**src/design/fmmn_pkg.sv**
```systemverilog
// shared types for the frame min-max normalizer
package fmmn_pkg;

    // sequencer states of the top level
    typedef enum logic [1:0] {
        ST_IDLE,
        ST_READ,
        ST_DIV,
        ST_FINISH
    } fmmn_state_t;

    // status from the serial divider to the sequencer
    typedef struct packed {
        logic busy;
        logic done;
    } div_status_t;

endpackage

```
**src/design/fmmn_divider.sv**
```systemverilog
// restoring divider, one quotient bit per cycle
module fmmn_divider
    import fmmn_pkg::*;
#(
    parameter int W = 16
) (
    input  logic          clk,
    input  logic          rst_n,
    input  logic          start,
    input  logic [2*W-1:0] numer,
    input  logic [W-1:0]  denom,
    output logic [W-1:0]  quotient,
    output div_status_t   status
);

    localparam int CNT_W = $clog2(W + 1);

    logic [W-1:0]     rem_reg, rem_next;
    logic [W-1:0]     num_reg, num_next;
    logic [W-1:0]     quot_reg, quot_next;
    logic [W-1:0]     den_reg, den_next;
    logic [CNT_W-1:0] cnt_reg, cnt_next;
    logic             busy_reg, busy_next;
    logic             done_reg, done_next;
    logic [W:0]       trial;
    logic             fits;

    // shift in the next numerator bit and try the subtraction
    assign trial = {rem_reg, num_reg[W-1]};
    assign fits  = (trial >= {1'b0, den_reg});

    // next-value logic
    always_comb
    begin
        rem_next  = rem_reg;
        num_next  = num_reg;
        quot_next = quot_reg;
        den_next  = den_reg;
        cnt_next  = cnt_reg;
        busy_next = busy_reg;
        done_next = 1'b0;
        if (start)
        begin
            // high half is below the divisor, so quotient fits in W bits
            rem_next  = numer[2*W-1:W];
            num_next  = numer[W-1:0];
            den_next  = denom;
            quot_next = '0;
            cnt_next  = CNT_W'(W);
            busy_next = 1'b1;
        end
        else if (busy_reg)
        begin
            rem_next  = fits ? W'(trial - {1'b0, den_reg}) : trial[W-1:0];
            num_next  = {num_reg[W-2:0], 1'b0};
            quot_next = {quot_reg[W-2:0], fits};
            cnt_next  = cnt_reg - CNT_W'(1);
            if (cnt_reg == CNT_W'(1))
            begin
                busy_next = 1'b0;
                done_next = 1'b1;
            end
        end
    end

    // control registers
    always_ff @(posedge clk or negedge rst_n)
    begin
        if (!rst_n)
        begin
            busy_reg <= 1'b0;
            done_reg <= 1'b0;
            cnt_reg  <= '0;
        end
        else
        begin
            busy_reg <= busy_next;
            done_reg <= done_next;
            cnt_reg  <= cnt_next;
        end
    end

    // datapath registers
    always_ff @(posedge clk)
    begin
        rem_reg  <= rem_next;
        num_reg  <= num_next;
        quot_reg <= quot_next;
        den_reg  <= den_next;
    end

    assign quotient = quot_reg;
    assign status   = {busy_reg, done_reg};

endmodule

```
**config.mk**
```make
export PLATFORM = sky130hd
export DESIGN_NAME = fmmn_divider
export DESIGN_NICKNAME = d
export VERILOG_FILES = /design/src/design/fmmn_pkg.sv /design/src/design/fmmn_divider.sv
export SDC_FILE = /design/constraint.sdc
export NUM_CORES = 1
export LEC_CHECK = 0
export ABC_AREA = 1
export ABC_CLOCK_PERIOD_IN_PS = 2280
export BUFFER_PORTS_ARGS = -buffer_cell sky130_fd_sc_hd__buf_4
export CORE_AREA = 5 5 97 99
export CTS_CLUSTER_DIAMETER = 80
export DETAILED_ROUTE_END_ITERATION = 12
export DIE_AREA = 0 0 102 104
export PLACE_DENSITY_LB_ADDON = 0.2
export SLEW_MARGIN = 30
export SYNTH_ARGS = -nofsm -noshare
export SYNTH_HDL_FRONTEND = slang
export SYNTH_SLANG_ARGS = --single-unit
```
**constraint.sdc**
```tcl
create_clock -name clk -period 2.28 [get_ports clk]
set_clock_uncertainty 0.05 [all_clocks]
set_input_delay 0.456 -clock clk [delete_from_list [all_inputs] [get_ports clk]]
set_output_delay 0.456 -clock clk [all_outputs]
set_load 0.005 [all_outputs]
```
==> results.tsv, run 1 <==
stage	metric	value	unit
layout	final_area	5310	µm²
sta	worst_pin_slew	0.525	ns
yosys	synthFlopType	edfxtp_1	
yosys	synthesis.nets	577	
worst_setup_path	required	2.33	ns
worst_setup_path	arrival	2.23	ns
global_routing	grt_pass1_vias	3498	
clocking	cts_buffers	9	
layout	n_fill_cell	738	
yosys	syn_area	4190	µm²
clocking	numClockSinks	71	
clocking	clk_pin_slew	0.08	ns
sta	post-route-min-period	2.19	ns
layout	drive_gt1_frac	0.283	
sta	hold_ws	0.238	ns
yosys	synth_common_cells	171 x nand2_1, 86 x inv_1, 48 x edfxtp_1	
power_and_ir_drop	total_power	0.00584	W
placement	place_hpwl	7140	µm
placement	dp.cells	678	
yosys	yosysWarnings	0	
worst_setup_path	critPathSlowestCell	edfxtp_1	
worst_setup_path	path_max_fanout	5	
layout	regArea	1940	µm²
floorplan	die_area	10600	µm²
placement	place_congestion	0.872	
layout	instances_no_fill	708	
worst_setup_path	path_delay_family	simple AND/OR/NAND/NOR gates	
sta	final_hold_viol_count	0	
sta	fmax	0.458	GHz
yosys	synthCells	507	
sta	relSlewSlack	0.649	
placement	placed_cell_area	4810	µm²
floorplan	rows	34	
layout	multiInputGateArea	1980	µm²
clocking	h-tree-depth	3	
global_routing	grt_pass1_wl	15400	µm
worst_setup_path	end_kind	flip-flop	
worst_setup_path	cp_slowest_stage_delay	0.44	ns
sta	setup_violations	0	
outcome	status	finished clean	
global_routing	overflow	0	
worst_setup_path	crit_type	flip-flop to flip-flop	
routing	drt-pass1-iter-count	4	
global_routing	grt_use_total	0.179	
clocking	cts-root-buf	clkbuf_8	
job	drv_cap	0	
floorplan	die_w	102	µm
routing	drtIter0Drc	140	
global_routing	antenna_found_initial	0	
worst_setup_path	crit_path_frequent_cell	nand2_1	
worst_setup_path	cp-start-kind	flip-flop	
yosys	synth_most_common_cell	nand2_1	
routing	wl_per_cell	13.5	µm
layout	area_growth	26.7	%
power_and_ir_drop	power_density	1100	nW/µm²
routing	final_antenna_net_count	0	
floorplan	core	8470	µm²
global_routing	grt_max_degree	29	
sta	slew_viol_final	0	
worst_setup_path	cp_num_buf_inv	3	
floorplan	start_util	0.495	
routing	routed_via_density	4.96	
floorplan	die_height	104	µm
clocking	tritoncts	yes	
clocking	clk_path_buf_depth	2	
yosys	avgSynthCellArea	8.27	µm²
yosys	yosysTopAreaCellShare	0.344	
floorplan	io_pins	69	
yosys	synthTopCellsByArea	edfxtp_1 34%, nand2_1 15%, inv_1 7.7%	
power_and_ir_drop	max-vdd-ir-drop	0.000431	V
yosys	yosys.area.top_type	edfxtp_1	
yosys	yosysSeqAreaShare	0.462	
yosys	ys_seq_elements	71	
min_path	hold_class	primary input to flip-flop	
layout	antenna_cells	0	
worst_setup_path	worstPathCellList	ha_4 -> nand2_1 -> nand2_1 -> inv_2 -> nand2_1 -> nand2_1 -> nand2_2 -> nor2_8 -> buf_4 -> nand3_1 -> nand2_1 -> inv_1 -> nand2_1 -> nand2_1	
routing	dr_total_vias	3514	
power_and_ir_drop	p_leak	2.62	nW
routing	routed_wl	9570	µm
sta	period_share	0.959	
routing	drc	0	
layout	final_util	0.628	
layout	final_net_count	665	
yosys	synth_async_sr_flop_share	0.0986	
yosys	yosysUniqueCellTypes	38	
yosys	synth_edf_count	48	
placement	port_buffers	68	
clocking	clkLatencyLatePin	0.34	ns
cell families (layout without fill, tap and decap cells):
logic type / Yosys count / after routing / share of synthesized area
buf+inv: 106 / 198 / 0.108
simple gates: 273 / 274 / 0.315
fa+ha+maj: 19 / 19 / 0.0585
flops: 71 / 71 / 0.462
xor+xnor: 7 / 7 / 0.0146
compound gates: 31 / 31 / 0.0424
routing by layer:
layer | routed length, µm | track usage
met1 | 4290 | 0.234
met2 | 4780 | 0.295
met3 | 382 | 0.0349
met4 | 118 | 0.0619
met5 | 0 | 0
report_power, final:
group	switching [W]	total [W]	internal [W]
Sequential	0.000165	0.00183	0.00167
Clock	0.000483	0.00101	0.000529
Combinational	0.00172	0.00299	0.00128
path summary, 6_finish.rpt:
kind	from	endpoint	slack (ns)	depth (start not counted)
max	rem_reg[11]$_DFFE_PP_	rem_reg[15]$_DFFE_PP_	0.09	14
min	denom[8]	den_reg[8]$_DFFE_PP_	0.24	1
max reg2reg	rem_reg[11]$_DFFE_PP_	rem_reg[15]$_DFFE_PP_	0.09	14
min reg2reg	quotient[15]$_SDFFE_PP0P_	quotient[15]$_SDFFE_PP0P_	0.42	2
max in group asynchronous	rst_n	cnt_reg[2]$_DFFE_PN0P_	1.64	2
min in group asynchronous	rst_n	cnt_reg[0]$_DFFE_PN0P_	0.41	2
cells in the final DEF (no fill, tap or decap), drive strengths merged, types with 6 or more instances in the layout:
| master | netlist | routed |
|---|---|---|
| o22ai | 15 | 15 |
| inv | 90 | 92 |
| buf | 9 | 89 |
| o21ai | 6 | 6 |
| nand3b | 12 | 12 |
| dfrtp | 7 | 7 |
| ha | 18 | 18 |
| nand3 | 39 | 39 |
| dfxtp | 16 | 16 |
| nand2 | 189 | 189 |
| nor2 | 22 | 23 |
| edfxtp | 48 | 48 |
| clkbuf | 5 | 12 |
| xnor2 | 6 | 6 |
| a21oi | 10 | 10 |
final cells by class:
cell class                      count  share of cell area
Clock inverter                      4             0.00612
Clock buffer                       12              0.0332
Timing Repair Buffer               90               0.134
Sequential cell                    71               0.364
Tap cell                          108              0.0254
Multi-Input combinational cell    331               0.372
Inverter                           92              0.0650
per-stage QoR:
step / TNS, ns / setup slack [ns]
6_report: 0 / 0.0943
2_1_floorplan: 0 / 0.262
3_3_place_gp: 0 / 0.0195
3_5_place_dp: -0.0106 / -0.00925
4_1_cts: 0 / 0.0412
5_1_grt: -0.0465 / -0.0413
what timing repair did:
action	CTS	global route
gates resized for setup	1	30
hold endpoints to repair	7	0
endpoints found under the setup margin	3	16
pin swaps	0	5
cloned	0	1
buffers inserted	0	12
hold buffers	1	0
(Power assumes the default switching activity.)
==> run 2: changes to the inputs <==
--- a/config.mk
+++ b/config.mk
@@ -6,12 +6,12 @@
 export NUM_CORES = 1
 export LEC_CHECK = 0
 export ABC_AREA = 1
-export ABC_CLOCK_PERIOD_IN_PS = 2280
+export ABC_CLOCK_PERIOD_IN_PS = 2200
 export BUFFER_PORTS_ARGS = -buffer_cell sky130_fd_sc_hd__buf_4
-export CORE_AREA = 5 5 97 99
+export CORE_AREA = 5 5 94 96
 export CTS_CLUSTER_DIAMETER = 80
 export DETAILED_ROUTE_END_ITERATION = 12
-export DIE_AREA = 0 0 102 104
+export DIE_AREA = 0 0 99 101
 export PLACE_DENSITY_LB_ADDON = 0.2
 export SLEW_MARGIN = 30
 export SYNTH_ARGS = -nofsm -noshare
==> constraint.sdc (replaced) <==
create_clock -name clk -period 2.2 [get_ports clk]
set_clock_uncertainty 0.05 [all_clocks]
set_input_delay 0.44 -clock clk [delete_from_list [all_inputs] [get_ports clk]]
set_output_delay 0.44 -clock clk [all_outputs]
set_load 0.005 [all_outputs]
==> results.tsv, run 2 (synthesis gave the netlist of run 1 again) <==
stage	metric	value	unit	change
routing	routed_via_density	5.10		+2.7%
routing	drc	0		unchanged
worst_setup_path	end_kind	flip-flop		
placement	dp.cells	683		+0.74%
outcome	status	finished clean		
layout	mostFrequentLayoutCells	161 x nand2_1, 99 x buf_4, 83 x inv_1		
sta	setup_violations	0		unchanged
worst_setup_path	cp-start-kind	flip-flop		
clocking	numClockSinks	71		unchanged
worst_setup_path	crit_type	flip-flop to flip-flop		
layout	n_fill_cell	611		-17%
floorplan	rows	33		-2.9%
sta	worst_pin_slew	0.534	ns	+0.00884 ns
clocking	clk_pin_slew	0.08	ns	about the same
layout	final_util	0.696		+0.0685
sta	period_share	0.969		+0.00991
worst_setup_path	required	2.24	ns	-0.09 ns
layout	area_growth	32.3	%	
routing	drtIter0Drc	152		+8.6%
floorplan	die_w	99	µm	-2.9%
layout	final_net_count	681		+2.4%
global_routing	grt_max_degree	38		+31%
global_routing	overflow	0		unchanged
floorplan	core	7970	µm²	-5.9%
clocking	clk_path_buf_depth	2		unchanged
clocking	cts_buffers	9		unchanged
min_path	hold_class	primary input to flip-flop		
placement	place_hpwl	7210	µm	+0.96%
power_and_ir_drop	p_leak	2.69	nW	+3.0%
routing	dr_total_vias	3674		+4.6%
worst_setup_path	arrival	2.17	ns	-0.06 ns
layout	mostFrequentLayoutCell	nand2_1		
routing	wl_per_cell	14.2	µm	+4.8%
sta	post-route-min-period	2.13	ns	-0.0549 ns
floorplan	io_pins	69		unchanged
sta	relSlewSlack	0.643		-0.00590
layout	drive_gt1_frac	0.328		+0.0446
clocking	h-tree-depth	3		unchanged
layout	antenna_cells	0		unchanged
floorplan	start_util	0.526		+0.0309
clocking	clkLatencyLatePin	0.34	ns	about the same
job	drv_cap	0		unchanged
worst_setup_path	critPathSlowestCell	edfxtp_1		
floorplan	die_height	101	µm	-2.9%
sta	fmax	0.469	GHz	+2.6%
routing	drt-pass1-iter-count	4		unchanged
power_and_ir_drop	power_density	1190	nW/µm²	+8.1%
clocking	cts-root-buf	clkbuf_8		
sta	final_hold_viol_count	0		unchanged
clocking	tritoncts	yes		
routing	final_antenna_net_count	0		unchanged
global_routing	grt_pass1_vias	3601		+2.9%
layout	instances_no_fill	721		+1.8%
power_and_ir_drop	max-vdd-ir-drop	0.000545	V	+26%
worst_setup_path	cp_slowest_stage_delay	0.42	ns	-0.02 ns
floorplan	die_area	10000	µm²	-5.7%
sta	slew_viol_final	0		unchanged
routing	routed_wl	10200	µm	+6.7%
placement	port_buffers	68		unchanged
global_routing	grt_use_total	0.195		+0.0160
global_routing	antenna_found_initial	0		unchanged
placement	place_congestion	0.946		+8.5%
global_routing	grt_pass1_wl	15900	µm	+3.0%
worst_setup_path	worstPathCellList	ha_4 -> buf_4 -> nand2_1 -> nor2_4 -> nand2_2 -> nor2_4 -> nor2_8 -> buf_12 -> nand2_4 -> nand2_2 -> nand3_1 -> nand2_1		
worst_setup_path	path_max_fanout	10		+5
[run 2: cell types whose count changed in the layout (fill, tap and decap cells not counted), sizes merged]
cell	delta
buf	+13
nand2	+3
clkbuf	+1
nor2	-1
[run 2: repair_timing]
action	in CTS	in global routing
pin swaps	3	14
gates cloned	0	4
setup buffers	6	11
hold buffers	1	0
endpoints found under the hold margin	7	0
resized for setup	8	40
setup endpoints to repair	13	17
[run 2: layout make-up]
| cell class | instances | area, µm² | area share |
|---|---|---|---|
| clock buffers | 12 | 176 | 0.0318 |
| clock inverters | 4 | 32.5 | 0.00586 |
| inverters | 92 | 345 | 0.0622 |
| multi-input cells | 333 | 2100 | 0.378 |
| flip-flops and latches | 71 | 1940 | 0.349 |
| well taps | 105 | 131 | 0.0237 |
| repair buffers | 104 | 830 | 0.150 |
[run 2: final timing paths]
| kind | start | to | slack [ns] | cells past startpoint |
|---|---|---|---|---|
| max | rem_reg[9]$_DFFE_PP_ | rem_reg[4]$_DFFE_PP_ | 0.07 | 12 |
| min | denom[11] | den_reg[11]$_DFFE_PP_ | 0.22 | 1 |
| max reg2reg | rem_reg[9]$_DFFE_PP_ | rem_reg[4]$_DFFE_PP_ | 0.07 | 12 |
| min reg2reg | cnt_reg[3]$_DFFE_PN0P_ | cnt_reg[3]$_DFFE_PN0P_ | 0.44 | 1 |
| max in group asynchronous | rst_n | done_reg$_DFF_PN0_ | 1.59 | 2 |
| min in group asynchronous | rst_n | cnt_reg[0]$_DFFE_PN0P_ | 0.38 | 2 |
[run 2: layer usage]
layer	share of wire	routed length, µm	track usage
met5	0	0	0
met4	0.014	140	0.0746
met3	0.047	483	0.0436
met2	0.52	5310	0.339
met1	0.42	4280	0.237
[run 2: report_power, final]
| group | leakage, nW | switching [W] | internal (W) |
|---|---|---|---|
| Sequential | 0.719 | 0.000173 | 0.00173 |
| Clock | 0.109 | 0.000509 | 0.000549 |
| Combinational | 1.87 | 0.00200 | 0.00162 |
[run 2: critical path, delay by kind of cell (launching register included)]
kind / cells / cell delay (ns)
and+or+nand+nor: 9 / 0.83
DFF: 1 / 0.42
adders and majority gates: 1 / 0.32
buffers and inverters: 2 / 0.26
[run 2: stage by stage]
step / total power, W / setup TNS, ns / hold slack [ns] / setup slack, ns / cell area, µm²
after floorplan: 0.00398 / 0 / 0.0944 / 0.182 / 4190
after global placement: 0.00469 / -0.166 / 0.206 / -0.0657 / 4880
after detailed placement: 0.00473 / -0.375 / 0.207 / -0.119 / 4880
after CTS: 0.00589 / 0 / 0.205 / 0.0217 / 5190
after global routing: 0.00702 / -0.0257 / 0.198 / -0.0124 / 5550
final: 0.00659 / 0 / 0.216 / 0.0692 / 5550
